### src/rtl/core/ihq_pkg.sv
// Shared types and constants for the indexed min-heap queue.
// Used by every module under rtl/core except ihq_ram, and by the testbench; depends on nothing.
package ihq_pkg;

    localparam int ITEM_BITS  = 10;
    localparam int COST_FIELD = 32;
    localparam int COUNT_FIELD = 11;
    localparam int STATUS_BITS = 3;
    localparam int ITEM_SPACE = 1 << ITEM_BITS;

    localparam logic [1:0] MODE_ADD = 2'd0;
    localparam logic [1:0] MODE_POP = 2'd1;
    localparam logic [1:0] MODE_DEC = 2'd2;

    localparam logic [STATUS_BITS-1:0] ST_OK         = 3'd0;
    localparam logic [STATUS_BITS-1:0] ST_EMPTY      = 3'd1;
    localparam logic [STATUS_BITS-1:0] ST_FULL       = 3'd2;
    localparam logic [STATUS_BITS-1:0] ST_QUEUED     = 3'd3;
    localparam logic [STATUS_BITS-1:0] ST_NOT_QUEUED = 3'd4;

    typedef struct packed {
        logic [1:0]            mode;
        logic [ITEM_BITS-1:0]  item;
        logic [COST_FIELD-1:0] cost;
    } req_t;

    typedef struct packed {
        logic [ITEM_BITS-1:0]   removed_item;
        logic [COST_FIELD-1:0]  removed_cost;
        logic [STATUS_BITS-1:0] status;
        logic [COUNT_FIELD-1:0] count;
    } rsp_t;

    typedef enum logic [4:0] {
        OP_IDLE,
        OP_CLEAR_STEP,
        OP_LOAD,
        OP_FAIL,
        OP_ADD,
        OP_DEC,
        OP_POP_RD0,
        OP_POP_LAST,
        OP_POP_MOVED,
        OP_POP_RCOST,
        OP_POP_MCOST,
        OP_UP_READ,
        OP_UP_PCOST,
        OP_UP_MOVE,
        OP_PLACE,
        OP_DN_READ,
        OP_DN_LEFT,
        OP_DN_RIGHT,
        OP_DN_PICK,
        OP_DN_MOVE,
        OP_CLR,
        OP_EMIT
    } op_t;

    typedef struct packed {
        op_t                    op;
        logic [STATUS_BITS-1:0] st;
    } dp_cmd_t;

    typedef struct packed {
        logic [1:0] mode;
        logic       pos_valid;
        logic       full;
        logic       empty;
        logic       slot_zero;
        logic       parent_le;
        logic       child_oob;
        logic       has_right;
        logic       moved_lt;
        logic       clr_last;
        logic       out_free;
    } dp_stat_t;

endpackage

### src/rtl/core/ihq_ctrl.sv
// Sequencer of the heap queue: request decode, sift-up and sift-down walks.
// Depends on ihq_pkg; drives ihq_datapath through dp_cmd_t.
module ihq_ctrl (
    input  logic              clk,
    input  logic              rst_n,
    input  logic              req_valid,
    output logic              req_ready,
    output ihq_pkg::dp_cmd_t  cmd,
    input  ihq_pkg::dp_stat_t stat
);
    import ihq_pkg::*;

    typedef enum logic [4:0] {
        S_CLEAR, S_IDLE, S_CHECK,
        S_POP_LAST, S_POP_MOVED, S_POP_RCOST, S_POP_MCOST,
        S_UP_A, S_UP_B, S_UP_C,
        S_DN_A, S_DN_B, S_DN_C, S_DN_D, S_DN_E,
        S_CLR, S_DONE
    } state_t;

    state_t state_reg, state_next;

    always_comb
    begin
        state_next = state_reg;
        cmd.op     = OP_IDLE;
        cmd.st     = ST_OK;
        req_ready  = 1'b0;
        unique case (state_reg)
            S_CLEAR:
            begin
                cmd.op = OP_CLEAR_STEP;
                if (stat.clr_last)
                begin
                    state_next = S_IDLE;
                end
            end
            S_IDLE:
            begin
                req_ready = 1'b1;
                if (req_valid)
                begin
                    cmd.op     = OP_LOAD;
                    state_next = S_CHECK;
                end
            end
            S_CHECK:
            begin
                state_next = S_DONE;
                unique case (stat.mode)
                    MODE_ADD:
                    begin
                        if (stat.pos_valid)
                        begin
                            cmd.op = OP_FAIL;
                            cmd.st = ST_QUEUED;
                        end
                        else if (stat.full)
                        begin
                            cmd.op = OP_FAIL;
                            cmd.st = ST_FULL;
                        end
                        else
                        begin
                            cmd.op     = OP_ADD;
                            state_next = S_UP_A;
                        end
                    end
                    MODE_POP:
                    begin
                        if (stat.empty)
                        begin
                            cmd.op = OP_FAIL;
                            cmd.st = ST_EMPTY;
                        end
                        else
                        begin
                            cmd.op     = OP_POP_RD0;
                            state_next = S_POP_LAST;
                        end
                    end
                    MODE_DEC:
                    begin
                        if (!stat.pos_valid)
                        begin
                            cmd.op = OP_FAIL;
                            cmd.st = ST_NOT_QUEUED;
                        end
                        else
                        begin
                            cmd.op     = OP_DEC;
                            state_next = S_UP_A;
                        end
                    end
                    default:
                    begin
                        cmd.op = OP_IDLE;
                    end
                endcase
            end
            S_POP_LAST:
            begin
                cmd.op     = OP_POP_LAST;
                state_next = S_POP_MOVED;
            end
            S_POP_MOVED:
            begin
                cmd.op     = OP_POP_MOVED;
                state_next = S_POP_RCOST;
            end
            S_POP_RCOST:
            begin
                cmd.op     = OP_POP_RCOST;
                state_next = S_POP_MCOST;
            end
            S_POP_MCOST:
            begin
                cmd.op     = OP_POP_MCOST;
                state_next = S_DN_A;
            end
            S_UP_A:
            begin
                if (stat.slot_zero)
                begin
                    cmd.op     = OP_PLACE;
                    state_next = S_DONE;
                end
                else
                begin
                    cmd.op     = OP_UP_READ;
                    state_next = S_UP_B;
                end
            end
            S_UP_B:
            begin
                cmd.op     = OP_UP_PCOST;
                state_next = S_UP_C;
            end
            S_UP_C:
            begin
                // Equal parent cost stops the walk.
                if (stat.parent_le)
                begin
                    cmd.op     = OP_PLACE;
                    state_next = S_DONE;
                end
                else
                begin
                    cmd.op     = OP_UP_MOVE;
                    state_next = S_UP_A;
                end
            end
            S_DN_A:
            begin
                if (stat.child_oob)
                begin
                    cmd.op     = OP_PLACE;
                    state_next = S_CLR;
                end
                else
                begin
                    cmd.op     = OP_DN_READ;
                    state_next = S_DN_B;
                end
            end
            S_DN_B:
            begin
                cmd.op     = OP_DN_LEFT;
                state_next = S_DN_C;
            end
            S_DN_C:
            begin
                cmd.op     = OP_DN_RIGHT;
                state_next = stat.has_right ? S_DN_D : S_DN_E;
            end
            S_DN_D:
            begin
                cmd.op     = OP_DN_PICK;
                state_next = S_DN_E;
            end
            S_DN_E:
            begin
                // The moved item keeps sinking on a tie with the child.
                if (stat.moved_lt)
                begin
                    cmd.op     = OP_PLACE;
                    state_next = S_CLR;
                end
                else
                begin
                    cmd.op     = OP_DN_MOVE;
                    state_next = S_DN_A;
                end
            end
            S_CLR:
            begin
                cmd.op     = OP_CLR;
                state_next = S_DONE;
            end
            S_DONE:
            begin
                if (stat.out_free)
                begin
                    cmd.op     = OP_EMIT;
                    state_next = S_IDLE;
                end
            end
            default:
            begin
                state_next = S_IDLE;
            end
        endcase
    end

    always_ff @(posedge clk or negedge rst_n)
    begin
        if (!rst_n)
        begin
            state_reg <= S_CLEAR;
        end
        else
        begin
            state_reg <= state_next;
        end
    end

endmodule

### config.mk
export PLATFORM = sky130hd
export DESIGN_NAME = ihq_ctrl
export DESIGN_NICKNAME = d
export VERILOG_FILES = /design/src/rtl/core/ihq_pkg.sv /design/src/rtl/core/ihq_ctrl.sv
export SDC_FILE = /design/constraint.sdc
export NUM_CORES = 1
export LEC_CHECK = 0
export BUFFER_PORTS_ARGS = -buffer_cell sky130_fd_sc_hd__buf_2
export CORE_MARGIN = 5
export CORE_UTILIZATION = 51
export CTS_CLUSTER_DIAMETER = 50
export DETAILED_ROUTE_END_ITERATION = 10
export HOLD_SLACK_MARGIN = 0.03
export PLACE_DENSITY = 0.87
export SLEW_MARGIN = 5
export SYNTH_ARGS = -nofsm -noshare
export SYNTH_HDL_FRONTEND = slang
export SYNTH_SLANG_ARGS = --single-unit
export TNS_END_PERCENT = 100
### constraint.sdc
create_clock -name clk -period 2 [get_ports clk]
set_clock_uncertainty 0.05 [all_clocks]
set_input_delay 0.2 -clock clk [delete_from_list [all_inputs] [get_ports clk]]
set_output_delay 0.2 -clock clk [all_outputs]
set_load 0.005 [all_outputs]
==> results of run 1 <==
## power by group
| group | switching (mW) | total, mW | internal, mW |
|---|---|---|---|
| clock | 0.0423 | 0.118 | 0.0755 |
| combinational | 0.723 | 1.51 | 0.782 |
| sequential | 0.0984 | 0.253 | 0.155 |
| total | 0.864 | 1.88 | 1.01 |
## kinds of logic (layout without fill, tap and decap cells)
group,after synthesis,count (layout),synth area share (%)
compound gates,35,35,30.17
xor+xnor,1,1,1.072
buf+inv,13,62,9.494
flops,5,5,15.31
mux,4,4,4.901
simple gates,53,53,39.05
## synthesized netlist by cell type (all sizes together), types with 2 or more instances
cell / count / area (sq um)
a21oi: 5 / 25.02
or3: 2 / 12.51
buf: 10 / 66.31
o21ai: 10 / 50.05
nor2: 8 / 30.03
a211oi: 3 / 27.52
a31oi: 2 / 12.51
nand2: 10 / 37.54
or4: 2 / 18.77
dfrtp: 5 / 125.1
nor2b: 3 / 18.77
nor3: 5 / 25.02
inv: 3 / 11.26
a22oi: 2 / 15.01
nand3: 3 / 15.01
nand4b: 2 / 17.52
nor4: 4 / 40.04
nand3b: 3 / 22.52
o31ai: 2 / 15.01
mux2i: 4 / 40.04
nand2b: 5 / 31.28
## layer usage
layer  track usage (%)  up-vias  wire length (um)
met2             32.43      102              1570
met3             5.422       16               454
met4             4.803        0               109
met1             23.96      547              1183
met5                 0        -                 0
li1                  -      522                 -
## worst paths after layout
kind                                          start  cells past startpoint  slack [ps]                       end
min                                         stat[4]                      3         190  state_reg[2]$_DFFE_PN0P_
min in group asynchronous                     rst_n                      2         260  state_reg[1]$_DFFE_PN0P_
min reg2reg                state_reg[4]$_DFFE_PN0P_                      3         680  state_reg[3]$_DFFE_PN0P_
max in group asynchronous                     rst_n                      2        1490  state_reg[2]$_DFFE_PN0P_
max reg2reg                state_reg[2]$_DFFE_PN0P_                      6         160  state_reg[0]$_DFFE_PN0P_
max                        state_reg[2]$_DFFE_PN0P_                      7         -10                    cmd[5]
## area by class of cell
class / count / area, sq um
fillers: 88 / 247.7
inverters: 3 / 11.26
clock buffers: 4 / 26.28
flip-flops and latches: 5 / 131.4
multi-input cells: 93 / 673.1
well taps: 16 / 20.02
repair buffers: 55 / 396.6
## metrics by stage
| stage | instance area (sq um) | std cells | setup slack [ps] | util, % | setup TNS, ps |
|---|---|---|---|---|---|
| 3_5_place_dp | 968.4 | 151 | 114.5 | 64.29 | 0 |
| 6_report | 1259 | 176 | -13.79 | 83.55 | -26.06 |
| 5_1_grt | 1259 | 176 | -117.7 | 83.55 | -274.2 |
| 2_1_floorplan | 817.0 | 111 | 433.9 | - | 0 |
| 4_1_cts | 1035 | 157 | 11.08 | 68.69 | 0 |
| 3_3_place_gp | 968.4 | 151 | 137.4 | 64.29 | 0 |
## cell usage in the layout, fill, tap and decap left out, drive strengths merged, types with 2 or more instances in the layout
| master | Yosys | routed |
|---|---|---|
| nand2b | 5 | 5 |
| or4 | 2 | 2 |
| inv | 3 | 3 |
| nor2 | 8 | 8 |
| nor3 | 5 | 5 |
| or3 | 2 | 2 |
| a211oi | 3 | 3 |
| o21ai | 10 | 10 |
| nor4 | 4 | 4 |
| dfrtp | 5 | 5 |
| a31oi | 2 | 2 |
| a21oi | 5 | 5 |
| nand3b | 3 | 3 |
| a22oi | 2 | 2 |
| clkbuf | 0 | 4 |
| nand4b | 2 | 2 |
| buf | 10 | 54 |
| nor2b | 3 | 3 |
| mux2i | 4 | 4 |
| nand3 | 3 | 3 |
| o31ai | 2 | 2 |
| nand2 | 10 | 10 |
## repair_timing
action | CTS | global route
pin swaps | 0 | 4
hold buffers | 1 | 0
endpoints found under the hold margin | 5 | 0
gates resized for setup | 7 | 22
setup endpoints to repair | 7 | 5
buffers inserted | 1 | 19
## worst max-delay path, cell delays in order, from the launching register on
cell and delay (ps):
dfrtp_4 470, buf_6 150, buf_8 100, nand2b_1 60, a31oi_1 150, nor2_1 50, or4_1 400, buf_2 140
==> impl_metrics.csv, run 1 <==
group,metric,value,unit
outcome,status,"finished with violations",
outcome,violations,"negative setup slack",
detailed_routing,drtIter0Drc,97,
setup_path,criticalPathCategory,"flop to primary output",
floorplan,die_y,50.03,um
synth,synth-seq-cells,5,
place,portBuffers,23,
pwr,vdd_drop_max,0.001359,V
layout,synthToLayoutAreaGrowth,54.06,%
timing,setup_viol,2,
setup_path,cp-end-kind,"primary output",
timing,timing.fmax,496.6,MHz
hold_path,hold_class,"primary input to flop",
setup_path,startpoint_type,"flop",
cts,htree_levels,1,
global_route,antenna_found_initial,0,
synth,synth.yosys.seq_area_share,15.31,%
setup_path,critPathMaxFanout,6,
global_route,grt_usage,19.38,%
timing,whs,190.5,ps
cts,clk_pin_slew_worst_paths,40,ps
setup_path,critPathRequiredTime,1750,ps
detailed_routing,vias,1187,
place,gp_congestion,0.9686,
floorplan,die_w,50.03,um
detailed_routing,firstDrtPassIters,5,
cts,clk_latency,240,ps
global_route,overflow,0,
timing,grt_setup_unrepaired,"true",
layout,antenna_cells,0,
synth,ys_warn_count,0,
timing,finalMaxSlewViolations,0,
synth,synthCells,111,
pwr,leakage,0.5516,nW
cts,clock_path_buffers,2,
layout,largest_reg_flops,5,
detailed_routing,drc,0,
timing,setup_ws,-13.79,ps
cts,cts.sinks,5,
timing,finalHoldViolCount,0,
synth,synthesis.area,817.0,sq um
synth,avgSynthCellArea,7.361,sq um
floorplan,initial_core_util,54.24,%
timing,period_share,100.7,%
floorplan,core-area,1506,sq um
detailed_routing,wire_per_inst,18.85,um
synth,synthFlopType,"dfrtp_1",
place,dp_hpwl,1810,um
setup_path,arrival,1760,ps
synth,synth.distinct_cells,44,
global_route,grt_pass1_vias,971,
timing,worst_pin_slew,432.5,ps
global_route,grt_pass1_wl,4043,um
floorplan,io_pins,24,
timing,period_needed,2014,ps
cts,cts_buffers,3,
synth,synth-edff-count,0,
timing,maxSlewHeadroom,70.97,%
global_route,grt_max_degree,21,
pwr,power,1.876,mW
synth,async_flop_share,100.0,%
detailed_routing,drtAntennaViolNets,0,
layout,layout-drive-gt1-share,47.50,%
cts,cts_root_buf,"clkbuf_4",
floorplan,dieArea,2503,sq um
cts,cts_tree,"yes",
detailed_routing,via_per_inst,6.744,
detailed_routing,routed_wl,3317,um
pwr,powerDensity,1490,nW/um^2
floorplan,rows,14,
job,drv_cap,0,
synth,syn-num-nets,126,
layout,fin_nets,176,
(Power assumes the default switching activity.)
==> inputs of run 2 (changes only) <==
- CORE_UTILIZATION: 51 -> 46
- PLACE_DENSITY: 0.87 -> 0.83
- RECOVER_POWER: not set -> 100
- clock period: 2 -> 1.7 ns (I/O delays scaled with it)
==> impl_metrics.csv, run 2 (synthesis results as in run 1) <==
group,metric,value,unit
outcome,status,"finished with violations",
outcome,violations,"negative setup slack",
setup_path,arrival,1800,ps
timing,maxSlewHeadroom,71.89,%
global_route,grt_max_degree,13,
setup_path,cp-end-kind,"primary output",
setup_path,slowest_delay,450,ps
layout,seqCellArea,128.9,sq um
timing,timing.fmax,496.3,MHz
layout,nFillCells,96,
timing,finalHoldViolCount,0,
detailed_routing,drc,0,
global_route,grt_pass1_vias,1247,
floorplan,initial_core_util,47.84,%
floorplan,rows,15,
floorplan,io_pins,24,
floorplan,die_y,52.15,um
layout,layout_common_cells,"29 x buf_4, 23 x buf_2, 11 x buf_6",
detailed_routing,drtIter0Drc,46,
cts,clk_pin_slew_worst_paths,50,ps
timing,period_needed,2015,ps
global_route,grt_pass1_wl,5775,um
global_route,grt_usage,28.60,%
setup_path,crit_path_frequent_cell,"buf_6",
timing,grt_setup_unrepaired,"true",
global_route,antenna_found_initial,0,
place,gp_congestion,0.9461,
cts,cts_root_buf,"clkbuf_4",
detailed_routing,via_per_inst,6.465,
timing,finalMaxSlewViolations,0,
floorplan,die_w,52.15,um
timing,worst_pin_slew,418.5,ps
pwr,powerDensity,1808,nW/um^2
floorplan,core-area,1708,sq um
pwr,power,2.662,mW
cts,cts_tree,"yes",
layout,largest_reg_flops,5,
job,drv_cap,0,
layout,layout-drive-gt1-share,59.54,%
setup_path,startpoint_type,"flop",
setup_path,path_cells,"buf_6 > buf_4 > buf_6 > a22o_1 > a211oi_1 > buf_2",
layout,final_common_cell,"buf_4",
layout,fin_nets,189,
setup_path,critPathMaxFanout,5,
cts,htree_levels,1,
layout,antenna_cells,0,
timing,period_share,118.5,%
pwr,vdd_drop_max,0.001258,V
detailed_routing,routed_wl,3991,um
layout,synthToLayoutAreaGrowth,80.24,%
timing,setup_ws,-315.1,ps
floorplan,dieArea,2719,sq um
pwr,leakage,0.6342,nW
place,dp_hpwl,2139,um
detailed_routing,vias,1280,
cts,cts_buffers,3,
setup_path,criticalPathCategory,"flop to primary output",
layout,multi_input_area,769.5,sq um
global_route,overflow,0,
cts,clock_path_buffers,2,
timing,setup_viol,10,
setup_path,critPathRequiredTime,1480,ps
timing,whs,185.4,ps
setup_path,crit_slowest_cell,"dfrtp_2",
cts,clk_latency,240,ps
detailed_routing,drtAntennaViolNets,0,
cts,cts.sinks,5,
detailed_routing,firstDrtPassIters,4,
place,portBuffers,23,
detailed_routing,wire_per_inst,20.16,um
hold_path,hold_class,"primary input to flop",
==> run 2: critical path: cells and delay by family (launching register included) <==
family | cells | cell delay [ps]
AOI/OAI and AO/OA | 2 | 540
DFF | 1 | 450
buffers and inverters | 4 | 570
==> run 2: final cells by class <==
| class | instances | share of cell area, % |
|---|---|---|
| multi-input cells | 93 | 52.25 |
| repair buffers | 68 | 34.15 |
| flip-flops and latches | 5 | 8.751 |
| well taps | 25 | 2.124 |
| clock buffers | 4 | 1.784 |
| inverters | 3 | 0.9346 |
==> run 2: timing repair <==
action | in CTS | in global routing
hold buffers | 1 | 0
endpoints found under the setup margin | 11 | 13
endpoints found under the hold margin | 5 | 0
resized for setup | 22 | 30
pin swaps | 2 | 11
buffers inserted | 9 | 8
==> run 2: power by group <==
| part | internal [mW] | total, mW | switching (mW) |
|---|---|---|---|
| combinational | 1.15 | 2.28 | 1.13 |
| clock | 0.0888 | 0.138 | 0.0495 |
| sequential | 0.178 | 0.244 | 0.0660 |
==> run 2: worst paths after layout <==
| path | startpoint | endpoint | slack [ps] | cells after the start |
|---|---|---|---|---|
| worst max-delay path | state_reg[1]$_DFFE_PN0P_ | cmd[6] | -320 | 6 |
| worst min-delay path | stat[4] | state_reg[2]$_DFFE_PN0P_ | 190 | 3 |
| worst max register to register | state_reg[0]$_DFFE_PN0P_ | state_reg[4]$_DFFE_PN0P_ | -30 | 7 |
| worst min register to register | state_reg[4]$_DFFE_PN0P_ | state_reg[3]$_DFFE_PN0P_ | 580 | 2 |
| max in group asynchronous | rst_n | state_reg[0]$_DFFE_PN0P_ | 1040 | 2 |
| min in group asynchronous | rst_n | state_reg[3]$_DFFE_PN0P_ | 300 | 2 |
==> run 2: stage by stage <==
stage | utilization [%] | worst slack [ps] | std cells | setup TNS, ps | instance area (sq um)
finish | 86.23 | -315.1 | 198 | -1299 | 1473
CTS | 75.31 | -195.8 | 191 | -815.7 | 1286
detailed placement | 64.84 | -27.52 | 177 | -73.76 | 1107
global route | 86.23 | -356.9 | 198 | -2020 | 1473
global placement | 64.84 | -18.10 | 177 | -34.72 | 1107
floorplan | - | 163.9 | 111 | 0 | 817.0
==> run 2: metal layers <==
layer	up-vias	part of all wire, %	GRT usage [%]
met5	-	0	0
met4	0	5.3	20.43
met3	23	7.2	6.304
met2	90	50	51.46
met1	617	38	28.55
li1	550	-	-
==> inputs of run 3 (changes only) <==
- BUFFER_PORTS_ARGS: -buffer_cell sky130_fd_sc_hd__buf_2 -> not set
- CORE_UTILIZATION: 46 -> 55
- DONT_BUFFER_PORTS: not set -> 1
- GPL_TIMING_DRIVEN: not set -> 0
- PLACE_DENSITY: 0.83 -> 0.74
==> impl_metrics.csv, run 3 (synthesis results as in run 1) <==
group,metric,value,unit
setup_path,critPathRequiredTime,1480,ps
global_route,grt_pass1_wl,4809,um
floorplan,die_w,48.54,um
outcome,status,"finished with violations",
cts,clock_path_buffers,2,
global_route,grt.met3_usage,7.362,%
job,drv_cap,0,
layout,largest_reg_flops,5,
timing,setup_viol,6,
layout,nFillCells,101,
place,portBuffers,0,
global_route,use_met1,31.03,%
timing,finalHoldViolCount,0,
global_route,antenna_found_initial,0,
place,gp_congestion,0.9186,
timing,worst_pin_slew,487.3,ps
detailed_routing,drtAntennaViolNets,0,
setup_path,cp-endpoint,"cmd[3]",
cts,clk_latency,250,ps
layout,layout_common_cells,"14 x buf_4, 10 x nand2_1, 8 x buf_6, 8 x o21ai_0, 6 x nor2_1",
global_route,grt_max_degree,11,
pwr,leakage,0.4262,nW
cts,cts.sinks,5,
place,dp_hpwl,1772,um
floorplan,core-area,1454,sq um
global_route,grt_pass1_vias,979,
pwr,sequentialPowerShare,11.6,%
global_route,overflow,0,
pwr,p_clk_share,6.8,%
setup_path,rr_endpoint,"state_reg[0]$_DFFE_PN0P_",
detailed_routing,vias,1052,
floorplan,initial_core_util,56.20,%
detailed_routing,routed_wl,3015,um
pwr,p_int,1.076,mW
global_route,grt.met2_usage,38.48,%
pwr,p_switching,1.039,mW
timing,grt_setup_unrepaired,"true",
setup_path,cp-startpoint,"state_reg[2]$_DFFE_PN0P_",
detailed_routing,via_per_inst,7.156,
floorplan,die_y,48.54,um
setup_path,cp-end-kind,"primary output",
timing,setup_ws,-194.5,ps
setup_path,timing.rr.start,"state_reg[0]$_DFFE_PN0P_",
timing,period_share,111.4,%
layout,synthToLayoutAreaGrowth,36.60,%
detailed_routing,wire_per_inst,20.51,um
cts,cts_tree,"yes",
hold_path,hold_class,"primary input to flop",
layout,final_common_cell,"buf_4",
setup_path,critPathMaxFanout,3,
pwr,powerDensity,1895,nW/um^2
floorplan,io_pins,24,
timing,tns,-607.2,ps
layout,antenna_cells,0,
cts,clk_pin_slew_worst_paths,50,ps
setup_path,criticalPathCategory,"flop to primary output",
global_route,grt_usage,24.59,%
setup_path,rrSetupSlack,0,ps
layout,fin_nets,147,
cts,cts_buffers,3,
setup_path,reg2regPathDepth,5,
setup_path,startpoint_type,"flop",
timing,maxSlewHeadroom,67.43,%
timing,timing.fmax,527.9,MHz
timing,finalMaxSlewViolations,0,
cts,htree_levels,1,
pwr,power,2.115,mW
pwr,p_comb_share,81.6,%
floorplan,dieArea,2356,sq um
detailed_routing,drc,0,
pwr,switching_share,49.13,%
outcome,violations,"negative setup slack",
layout,layout-drive-gt1-share,41.22,%
detailed_routing,firstDrtPassIters,4,
detailed_routing,drtIter0Drc,62,
floorplan,rows,14,
global_route,grt-busiest-layer,"met2",
cts,cts_root_buf,"clkbuf_4",
pwr,vdd_drop_max,0.0009589,V
setup_path,arrival,1670,ps
timing,period_needed,1894,ps
==> run 3: changes by cell type in the layout (fill, tap and decap cells not counted), sizes merged <==
cell,change
clkinv,+1
buf,-40
clkbuf,-3
==> run 3: layout make-up <==
| type | count | area (sq um) | area share [%] |
|---|---|---|---|
| Inverter | 3 | 11.26 | 1.009 |
| Timing Repair Buffer | 16 | 121.4 | 10.87 |
| Clock inverter | 1 | 5.005 | 0.4484 |
| Tap cell | 16 | 20.02 | 1.794 |
| Sequential cell | 5 | 128.9 | 11.55 |
| Buffer | 10 | 98.84 | 8.857 |
| Multi-Input combinational cell | 93 | 708.2 | 63.45 |
| Clock buffer | 3 | 22.52 | 2.018 |
==> run 3: per-layer routing <==
metal | share of wire (%) | vias to the layer above
met5 | 0 | -
met4 | 4.4 | 0
met3 | 13 | 18
met2 | 47 | 88
met1 | 36 | 484
li1 | - | 462
==> run 3: how the worst min path moves through the flow <==
stage,to,slack (ps),from,cells past startpoint
finish,state_reg[2]$_DFFE_PN0P_,70,stat[4],2
global route,state_reg[2]$_DFFE_PN0P_,90,stat[4],2
CTS,state_reg[2]$_DFFE_PN0P_,60,stat[4],2
detailed placement,state_reg[0]$_DFFE_PN0P_,-180,rst_n,0
global placement,state_reg[1]$_DFFE_PN0P_,-180,rst_n,0
floorplan,state_reg[0]$_DFFE_PN0P_,-180,rst_n,0
==> run 3: repair_timing <==
item / in CTS / in global routing
cloned: 0 / 1
setup buffers: 9 / 5
hold buffers: 1 / 0
pin swaps: 5 / 7
hold endpoints to repair: 5 / 0
setup endpoints to repair: 11 / 11
resized for setup: 27 / 10
==> run 3: metrics by stage <==
stage	hold slack, ps	utilization [%]	worst slack [ps]	instance area (sq um)	instances
after floorplan	-175.6	-	163.9	817.0	111
after detailed placement	-175.5	57.57	-52.20	837.1	127
final	67.36	76.76	-194.5	1116	147
after global placement	-175.5	57.57	-43.22	837.1	127
after global routing	89.31	76.76	-252.9	1116	147
after CTS	58.35	71.69	-92.73	1042	141
==> run 3: power by group through the flow <==
stage                     logic, mW  registers (mW)  clock network [mW]
final                          1.73           0.245               0.144
after CTS                      1.43           0.232               0.139
after detailed placement       1.06           0.254                   0
after global routing           1.84           0.253               0.155
after global placement         1.04           0.252                   0
after floorplan               0.860           0.235                   0
==> run 3: critical path: stages (launching register included) <==
cell and delay [ps]:
dfrtp_1 380, buf_4 160, nor2b_1 260, mux2i_1 160
o32a_1 230, o2111ai_2 250
